--- config.mk ---
export PLATFORM = sky130hd
export DESIGN_NAME = block_average_downsample_4x4
export DESIGN_NICKNAME = d
export VERILOG_FILES = /design/src/sv/bavg_pkg.sv /design/src/sv/bavg_line_store.sv /design/src/sv/bavg_front.sv /design/src/sv/block_average_downsample_4x4.sv
export SDC_FILE = /design/constraint.sdc
export NUM_CORES = 2
export LEC_CHECK = 0
export BUFFER_PORTS_ARGS = -buffer_cell sky130_fd_sc_hd__buf_2
export CELL_PAD_IN_SITES_DETAIL_PLACEMENT = 0
export CELL_PAD_IN_SITES_GLOBAL_PLACEMENT = 1
export CORE_AREA = 2 2 786 788
export DETAILED_ROUTE_END_ITERATION = 7
export DIE_AREA = 0 0 788 790
export PLACE_DENSITY_LB_ADDON = 0.1
export REMOVE_ABC_BUFFERS = 1
export SLEW_MARGIN = 5
export SYNTH_ARGS = -nofsm -noshare
export SYNTH_HDL_FRONTEND = slang
export SYNTH_MEMORY_MAX_BITS = 65536
export SYNTH_SLANG_ARGS = --single-unit
--- constraint.sdc ---
create_clock -name clk -period 38.7 [get_ports clk]
set_input_delay 5.805 -clock clk [delete_from_list [all_inputs] [get_ports clk]]
set_output_delay 5.805 -clock clk [all_outputs]
set_load 0.05 [all_outputs]
--- src/sv/bavg_pkg.sv ---
// bavg_pkg: shared widths, register indexes, reset values and the
// stage-to-stage record for the 4x4 block averaging downsampler.
// No dependencies.
`timescale 1ns / 1ps
`default_nettype none

package bavg_pkg;

    localparam int PIX_W = 16;
    localparam int SUM_W = 18;
    localparam int CFG_W = 11;
    localparam int IDX_W = 2;
    localparam int ROW_W = 10;

    // configuration register indexes
    localparam logic [IDX_W-1:0] REG_FRAME_WIDTH  = 2'd0;
    localparam logic [IDX_W-1:0] REG_FRAME_HEIGHT = 2'd1;

    // register reset values and size limits
    localparam logic [CFG_W-1:0] WIDTH_RESET  = 11'd640;
    localparam logic [CFG_W-1:0] HEIGHT_RESET = 11'd480;
    localparam logic [CFG_W-1:0] HEIGHT_LIMIT = 11'd1024;
    localparam logic [CFG_W-1:0] MIN_SIZE     = 11'd4;

    typedef logic signed [SUM_W-1:0] sum_t;

    // what the front end hands to the line store stage
    typedef struct packed {
        logic                    run_end;
        logic [1:0]              block_row;
        logic                    frame_done;
        logic signed [PIX_W-1:0] row_mean;
    } run_info_t;

    // divide by four, truncating toward zero
    function automatic sum_t div4_trunc(input sum_t x);
        sum_t biased;
        biased = x + (x[SUM_W-1] ? sum_t'(3) : sum_t'(0));
        return biased >>> 2;
    endfunction

endpackage

`default_nettype wire

--- src/sv/bavg_line_store.sv ---
// bavg_line_store: one entry per block column holding the running sum of
// row means; synchronous read with write forwarding.
// Depends on bavg_pkg.
`timescale 1ns / 1ps
`default_nettype none

module bavg_line_store #(
    parameter int DEPTH = 256,
    parameter int AW    = 8
) (
    input  wire logic                 clk,
    input  wire logic                 rd_en,
    input  wire logic [AW-1:0]        rd_addr,
    output bavg_pkg::sum_t            rd_data,
    input  wire logic                 wr_en,
    input  wire logic [AW-1:0]        wr_addr,
    input  wire bavg_pkg::sum_t       wr_data
);

    bavg_pkg::sum_t mem [DEPTH];
    bavg_pkg::sum_t rd_data_reg;

    // write port
    always_ff @(posedge clk)
    begin
        if (wr_en)
        begin
            mem[wr_addr] <= wr_data;
        end
    end

    // registered read, newest data wins on an address match
    always_ff @(posedge clk)
    begin
        if (rd_en)
        begin
            if (wr_en && (wr_addr == rd_addr))
            begin
                rd_data_reg <= wr_data;
            end
            else
            begin
                rd_data_reg <= mem[rd_addr];
            end
        end
    end

    assign rd_data = rd_data_reg;

endmodule

`default_nettype wire

--- src/sv/bavg_front.sv ---
// bavg_front: size registers, raster position counters and the four-pixel
// run sum; flags the end of each run with its truncated row mean.
// Depends on bavg_pkg.
`timescale 1ns / 1ps
`default_nettype none

module bavg_front #(
    parameter int MAX_WIDTH = 1024,
    parameter int CW        = 10
) (
    input  wire logic                        clk,
    input  wire logic                        rst_n,
    input  wire logic                        cfg_wr_en,
    input  wire logic [bavg_pkg::IDX_W-1:0]  cfg_index,
    input  wire logic [bavg_pkg::CFG_W-1:0]  cfg_data,
    input  wire logic                        accept,
    input  wire logic signed [bavg_pkg::PIX_W-1:0] pixel_value,
    output bavg_pkg::run_info_t              info,
    output logic [CW-3:0]                    slot
);

    localparam int EW_MIN = $clog2(MAX_WIDTH + 1);
    localparam int EW     = (EW_MIN > bavg_pkg::CFG_W) ? EW_MIN : bavg_pkg::CFG_W;
    localparam logic [EW-1:0] MAX_W4 = EW'((MAX_WIDTH / 4) * 4);

    logic [bavg_pkg::CFG_W-1:0] width_reg, width_next;
    logic [bavg_pkg::CFG_W-1:0] height_reg, height_next;
    logic [CW-1:0]              col_reg, col_next;
    logic [bavg_pkg::ROW_W-1:0] row_reg, row_next;
    bavg_pkg::sum_t             run_sum_reg, run_sum_next;

    logic [EW-1:0]              w_raw, eff_w, col_inc;
    logic [bavg_pkg::CFG_W-1:0] h_raw, eff_h, row_inc;
    logic                       last_col, last_row;
    bavg_pkg::sum_t             pix_ext, run_total, mean_full;

    // configuration writes
    always_comb
    begin
        width_next  = width_reg;
        height_next = height_reg;
        if (cfg_wr_en)
        begin
            case (cfg_index)
                bavg_pkg::REG_FRAME_WIDTH:  width_next  = cfg_data;
                bavg_pkg::REG_FRAME_HEIGHT: height_next = cfg_data;
                default: ;
            endcase
        end
    end

    // effective frame size, low bits dropped, zero taken as one block, capped at the maximum
    assign w_raw = EW'({width_reg[bavg_pkg::CFG_W-1:2], 2'b00});
    assign eff_w = (w_raw == '0) ? EW'(4) : ((w_raw > MAX_W4) ? MAX_W4 : w_raw);
    assign h_raw = {height_reg[bavg_pkg::CFG_W-1:2], 2'b00};
    assign eff_h = (h_raw == '0) ? bavg_pkg::MIN_SIZE :
                   ((h_raw > bavg_pkg::HEIGHT_LIMIT) ? bavg_pkg::HEIGHT_LIMIT : h_raw);

    // position within the frame
    assign col_inc  = EW'(col_reg) + EW'(1);
    assign row_inc  = bavg_pkg::CFG_W'(row_reg) + bavg_pkg::CFG_W'(1);
    assign last_col = (col_inc >= eff_w);
    assign last_row = (row_inc >= eff_h);

    always_comb
    begin
        col_next = col_reg;
        row_next = row_reg;
        if (accept)
        begin
            if (last_col)
            begin
                col_next = '0;
                row_next = last_row ? '0 : row_inc[bavg_pkg::ROW_W-1:0];
            end
            else
            begin
                col_next = col_inc[CW-1:0];
            end
        end
    end

    // four-pixel run sum, restarted at each block column boundary
    assign pix_ext   = bavg_pkg::sum_t'(pixel_value);
    assign run_total = (col_reg[1:0] == 2'd0) ? pix_ext : (run_sum_reg + pix_ext);
    assign mean_full = bavg_pkg::div4_trunc(run_total);
    assign run_sum_next = accept ? run_total : run_sum_reg;

    always_ff @(posedge clk or negedge rst_n)
    begin
        if (!rst_n)
        begin
            width_reg   <= bavg_pkg::WIDTH_RESET;
            height_reg  <= bavg_pkg::HEIGHT_RESET;
            col_reg     <= '0;
            row_reg     <= '0;
            run_sum_reg <= '0;
        end
        else
        begin
            width_reg   <= width_next;
            height_reg  <= height_next;
            col_reg     <= col_next;
            row_reg     <= row_next;
            run_sum_reg <= run_sum_next;
        end
    end

    // run end record for the line store stage
    assign info.run_end    = (col_reg[1:0] == 2'd3);
    assign info.block_row  = row_reg[1:0];
    assign info.frame_done = last_col && last_row;
    assign info.row_mean   = mean_full[bavg_pkg::PIX_W-1:0];
    assign slot            = col_reg[CW-1:2];

endmodule

`default_nettype wire

--- src/sv/block_average_downsample_4x4.sv ---
// block_average_downsample_4x4: top level of the 4x4 block averaging
// downsampler. Depends on bavg_pkg, bavg_front and bavg_line_store.
//
// Usage:
//   Pixels enter in raster order on in_valid / in_stall / pixel_value; a
//   transaction completes on a clock edge with in_valid high and in_stall
//   low. One 4x4 block mean leaves on out_valid / out_stall / block_mean,
//   with frame_done set on the last block of the frame.
//   Sizes are written through cfg_wr_en / cfg_index / cfg_data while idle.
//   Throughput: one pixel per cycle while in_stall is low, with one line store
//   read and at most one write-back per four-pixel run. A block's last pixel
//   is registered into the accumulate stage, and its result then into the
//   output register, where out_valid rises.
//   A stalled result is held in the output register; the line store stage
//   keeps working and holds in_stall only when its own result cannot move
//   on, so the input stalls at most while a second result is queued.
//   Reset (rst_n, asynchronous) clears counters, sizes (640 x 480) and the
//   pipeline valids; the line store needs no clearing, since each block's
//   first row writes its entry without using the value read.
`timescale 1ns / 1ps
`default_nettype none

module block_average_downsample_4x4 #(
    parameter int MAX_WIDTH = 1024
) (
    input  wire logic                               clk,
    input  wire logic                               rst_n,
    input  wire logic                               cfg_wr_en,
    input  wire logic [bavg_pkg::IDX_W-1:0]         cfg_index,
    input  wire logic [bavg_pkg::CFG_W-1:0]         cfg_data,
    input  wire logic                               in_valid,
    output logic                                    in_stall,
    input  wire logic signed [bavg_pkg::PIX_W-1:0]  pixel_value,
    output logic                                    out_valid,
    input  wire logic                               out_stall,
    output logic signed [bavg_pkg::PIX_W-1:0]       block_mean,
    output logic                                    frame_done
);

    localparam int CW    = $clog2(MAX_WIDTH);
    localparam int SW    = CW - 2;
    localparam int DEPTH = MAX_WIDTH / 4;

    logic                in_acc;
    bavg_pkg::run_info_t re_info;
    logic [SW-1:0]       re_slot;

    logic                s1_valid_reg, s1_valid_next;
    bavg_pkg::run_info_t s1_info_reg;
    logic [SW-1:0]       s1_slot_reg;
    logic                s1_is_result, s1_go;

    bavg_pkg::sum_t      held, mean_ext, s1_sum, s1_result, wr_data;
    logic                rd_en, wr_en;

    logic                out_valid_reg, out_valid_next;
    logic signed [bavg_pkg::PIX_W-1:0] out_mean_reg;
    logic                out_done_reg;

    assign in_acc = in_valid && !in_stall;

    bavg_front #(
        .MAX_WIDTH (MAX_WIDTH),
        .CW        (CW)
    ) u_front (
        .clk         (clk),
        .rst_n       (rst_n),
        .cfg_wr_en   (cfg_wr_en),
        .cfg_index   (cfg_index),
        .cfg_data    (cfg_data),
        .accept      (in_acc),
        .pixel_value (pixel_value),
        .info        (re_info),
        .slot        (re_slot)
    );

    // line store read issued with the run's last pixel
    assign rd_en = in_acc && re_info.run_end;

    bavg_line_store #(
        .DEPTH (DEPTH),
        .AW    (SW)
    ) u_store (
        .clk     (clk),
        .rd_en   (rd_en),
        .rd_addr (re_slot),
        .rd_data (held),
        .wr_en   (wr_en),
        .wr_addr (s1_slot_reg),
        .wr_data (wr_data)
    );

    // accumulate stage: add row mean to the held sum (first row starts anew), write back or finish
    assign mean_ext     = bavg_pkg::sum_t'(s1_info_reg.row_mean);
    assign s1_sum       = held + mean_ext;
    assign s1_result    = bavg_pkg::div4_trunc(s1_sum);
    assign s1_is_result = (s1_info_reg.block_row == 2'd3);
    assign s1_go        = s1_valid_reg && (!s1_is_result || !out_valid_reg || !out_stall);
    assign wr_en        = s1_go && !s1_is_result;
    assign wr_data      = (s1_info_reg.block_row == 2'd0) ? mean_ext : s1_sum;
    assign in_stall     = s1_valid_reg && !s1_go;

    always_comb
    begin
        s1_valid_next = s1_valid_reg;
        if (in_acc)
        begin
            s1_valid_next = re_info.run_end;
        end
        else if (s1_go)
        begin
            s1_valid_next = 1'b0;
        end
    end

    always_ff @(posedge clk)
    begin
        if (in_acc && re_info.run_end)
        begin
            s1_info_reg <= re_info;
            s1_slot_reg <= re_slot;
        end
    end

    // output register
    always_comb
    begin
        out_valid_next = out_valid_reg;
        if (s1_go && s1_is_result)
        begin
            out_valid_next = 1'b1;
        end
        else if (!out_stall)
        begin
            out_valid_next = 1'b0;
        end
    end

    always_ff @(posedge clk)
    begin
        if (s1_go && s1_is_result)
        begin
            out_mean_reg <= s1_result[bavg_pkg::PIX_W-1:0];
            out_done_reg <= s1_info_reg.frame_done;
        end
    end

    always_ff @(posedge clk or negedge rst_n)
    begin
        if (!rst_n)
        begin
            s1_valid_reg  <= 1'b0;
            out_valid_reg <= 1'b0;
        end
        else
        begin
            s1_valid_reg  <= s1_valid_next;
            out_valid_reg <= out_valid_next;
        end
    end

    assign out_valid  = out_valid_reg;
    assign block_mean = out_mean_reg;
    assign frame_done = out_done_reg;

`ifndef SYNTH
    // run ends are never taken on two consecutive edges
    assert property (@(posedge clk) disable iff (!rst_n)
        (in_acc && re_info.run_end) |=> !(in_acc && re_info.run_end))
        else $error("run end accepted twice in a row");

    // a read and a write-back never hit the same entry in one cycle
    assert property (@(posedge clk) disable iff (!rst_n)
        !(rd_en && wr_en && (re_slot == s1_slot_reg)))
        else $error("line store read and write collide");

    // a new result only comes out of the accumulate stage
    assert property (@(posedge clk) disable iff (!rst_n)
        $rose(out_valid_reg) |-> $past(s1_valid_reg))
        else $error("result without accumulate stage");
`endif

endmodule

`default_nettype wire
==> results.yml <==
critical_path:
  critPathBufInv: 2
  crit_required_ns: 32.90
  slowest_delay_ns: 0.29
  cp-end-kind: "primary output"
  path_class: "in -> out"
  rr_worst_depth: 13
  cp_max_fo: 4
  r2r-end: "u_store.rd_data[3]$_DFFE_PP_"
  cp-start-kind: "input port"
  slowest_stage: "buf_2"
  crit_path_frequent_cell: "buf_2"
  reg2reg_from: "u_front.col_reg[2]$_DFFE_PN0P_"
  worst_ep_arrival_time_ns: 6.59
  crit_chain: "buf_2 -> nand2_1 -> nor2_1 -> buf_2"
  rrSetupSlack_ns: 30.28
  cpLargestDelayFamily: "simple AND/OR/NAND/NOR gates"
clock_network:
  cts_sinks: 4728
  htree_levels: 6
  cts.clk_slew.worst_paths_ns: 0.06
  cts_tree: "done"
  root_buffer: "clkbuf_16"
  hold_buffers: 0
  clk_latency_ns: 1.08
  cts_resized: 0
  cts-buffers-inserted: 545
  clockBufferDepth: 4
  post-cts-setup-buffers: 0
power:
  worst_ir_drop_vdd_uv: 66.7
  power_mw: 15.9
  cellLeakagePower_nw: 63.7
  p_per_area_nw_per_um2: 74.4
min_path:
  hold_end: "frame_done$_DFFE_PP_"
  whs_path_depth: 0
  hold_path.class: "reg -> reg"
  hp-start: "s1_info_reg[16]$_DFFE_PP_"
synth:
  netlist_instances: 7864
  ys_ff_latch: 4728
  synthAdderAreaFrac_pct: 0.404
  synthSimpleGateAreaFrac_pct: 1.69
  synth_flop_cell: "edfxtp_1"
  synth_area_leaders: "edfxtp_1 76%, mux4_2 18%, dfrtp_1 0.71%"
  synth_cell_types: 75
  synthMuxAreaShare_pct: 18.1
  ys_warn_count: 0
  async_reset_ff_share_pct: 1.23
  synth_compound_area_share_pct: 1.33
  synth_top_family_by_area: "multiplexers"
  avgSynthCellArea_um2: 23.3
  synth_xor_area_share_pct: 0.339
  synth_top_area_cell: "edfxtp_1"
  yosysSeqAreaShare_pct: 77.2
  yosysTopAreaCellShare_pct: 76.4
  syn_area_um2: 184000
  synth_edf_count: 4670
die:
  start_util_pct: 29.9
  die_x_um: 788
  die_y_um: 790
  io_pins: 53
  core_area_um2: 614000
  row_count: 288
  dieArea_um2: 623000
routing:
  wl_um: 552000
  via_count: 85000
  drc: 0
  via_per_inst: 5.05
  drt.antenna.violating_nets: 0
  drt_iter0_markers: 8246
  firstDrtPassIters: 5
  wl_per_cell_um: 32.8
finish:
  drive_above_1_share_pct: 32.2
  area_delta_synth_final_pct: 16.2
  finalNonFillerCells: 16800
  fillCellCount: 56500
  regArea_um2: 142000
  utilization_pct: 34.8
  largest_reg_flops: 4608
  multi_input_area_um2: 42100
  layout.nets: 8361
placed_design:
  pre_cts_ws_ns: 26.34
  hpwl_um: 307000
  placed_cells: 15800
  io_buffers: 50
  gp_congestion: 0.748
timing:
  setup-tns-final_ns: 0
  rsz0062_at_grt: "no"
  min_period_ns: 12.40
  setup_slack_ns: 26.30
  skew_ns: 0.0441
  period_share_pct: 32.0
  tightest_slew_ns: 1.28
  slew_headroom_pct: 14.6
  setup_viol: 0
  max_freq_ghz: 0.0807
  report.final.hold_viol_count: 0
  slew_viol_final: 0
grt:
  grt.busiest_layer: "met2"
  globalRouteMet1Util_pct: 24.7
  use_met3_pct: 2.33
  overflow: 0
  grt_pass1_vias: 89400
  grt_pass1_wl_um: 756000
  use_met2_pct: 28.7
  grt_antenna_before_repair: 32
  grt.total_usage_pct: 17.4
  grt_start_max_net_pins: 209
status:
  status: "completed"
job:
  cap_violations: 0
## synth_stat cells, drive strengths merged, types with 4 or more instances
master and n:
nand3 49, nand4 14, edfxtp 4670, nor3b 9, o31ai 16, or3 7
clkbuf 240, or4 5, o211ai 9, nor3 19, o31a 6, and2 6
xnor2 43, o22ai 4, ha 56, nor4 7, a211oi 9, o21a 10
mux2i 23, a21o 15, xor2 28, a211o 4, o2111ai 8, a22oi 77
o211a 10, dfstp 6, nand2b 14, a21boi 5, a2111oi 7, a31oi 9
nor2 310, dfrtp 52, mux2 28, mux4 1449, a32oi 4, o21ai 64
buf 188, nand2 198, or2 10, nor2b 27, a21oi 79, a311oi 4
and3 15, inv 16
## layout make-up
type / count / area share (%)
clock buffers: 700 / 6.77
clock inverters: 269 / 1.19
repair buffers: 286 / 1.06
multi-input cells: 2690 / 19.7
well taps: 8120 / 4.76
flip-flops and latches: 4728 / 66.4
inverters: 18 / 0.0352
diodes: 14 / 0.0164
## per-layer routing
metal  wire (um)  vias up
met5           0        -
met4       11600        0
met3       23000      611
met2      267000     2038
met1      250000    47800
li1            -    34600
## worst max path at each step
| stage | cells after the start | start | slack, ns | endpoint |
|---|---|---|---|---|
| after global placement | 4 | out_stall | 26.34 | in_stall |
| final | 4 | out_stall | 26.30 | in_stall |
| after floorplan | 10 | u_front.col_reg[2]$_DFFE_PN0P_ | -11.28 | u_front.col_reg[2]$_DFFE_PN0P_ |
| after CTS | 4 | out_stall | 26.34 | in_stall |
| after detailed placement | 4 | out_stall | 26.34 | in_stall |
| after global routing | 4 | out_stall | 26.29 | in_stall |
## cell usage in the layout (no fill, tap or decap), types with 17 or more instances in the layout
master,n
a21oi_1,78
ha_1,56
nor2b_1,25
nand2_1,181
buf_4,217
xor2_1,27
nor3_1,17
mux2i_1,22
edfxtp_1,4670
nor2_2,66
clkinv_2,66
clkbuf_16,555
a22oi_1,77
clkinv_1,117
bufinv_16,27
xnor2_1,43
nand3_1,42
buf_2,50
buf_12,19
clkbuf_1,145
mux4_2,1449
nor2_1,50
mux2_2,20
nor2_4,194
dfrtp_1,46
o21ai_0,56
## where the power goes
part / switching (mW) / total, mW / leakage [nW] / internal [mW]
Clock: 2.12 / 4.96 / 8.23 / 2.83
Sequential: 0.0553 / 6.58 / 42.7 / 6.52
Combinational: 2.84 / 4.34 / 12.7 / 1.49
Total: 5.02 / 15.9 / 63.7 / 10.8
## cells by family (layout without fill, tap and decap cells)
kind of cell / count (synthesis) / in the layout
compound gates: 360 / 360
xor+xnor: 71 / 71
fa+ha+maj: 58 / 58
buf+inv: 446 / 1273
flops: 4728 / 4728
mux: 1500 / 1500
other cells: 0 / 14
simple gates: 701 / 701
## through the flow
stage	cell area, um2	hold slack (ns)
2_1_floorplan	182000	0.400
3_3_place_gp	196000	0.466
3_5_place_dp	196000	0.443
4_1_cts	213000	0.458
5_1_grt	213000	0.485
6_report	213000	0.461
(Power assumes the default switching activity.)
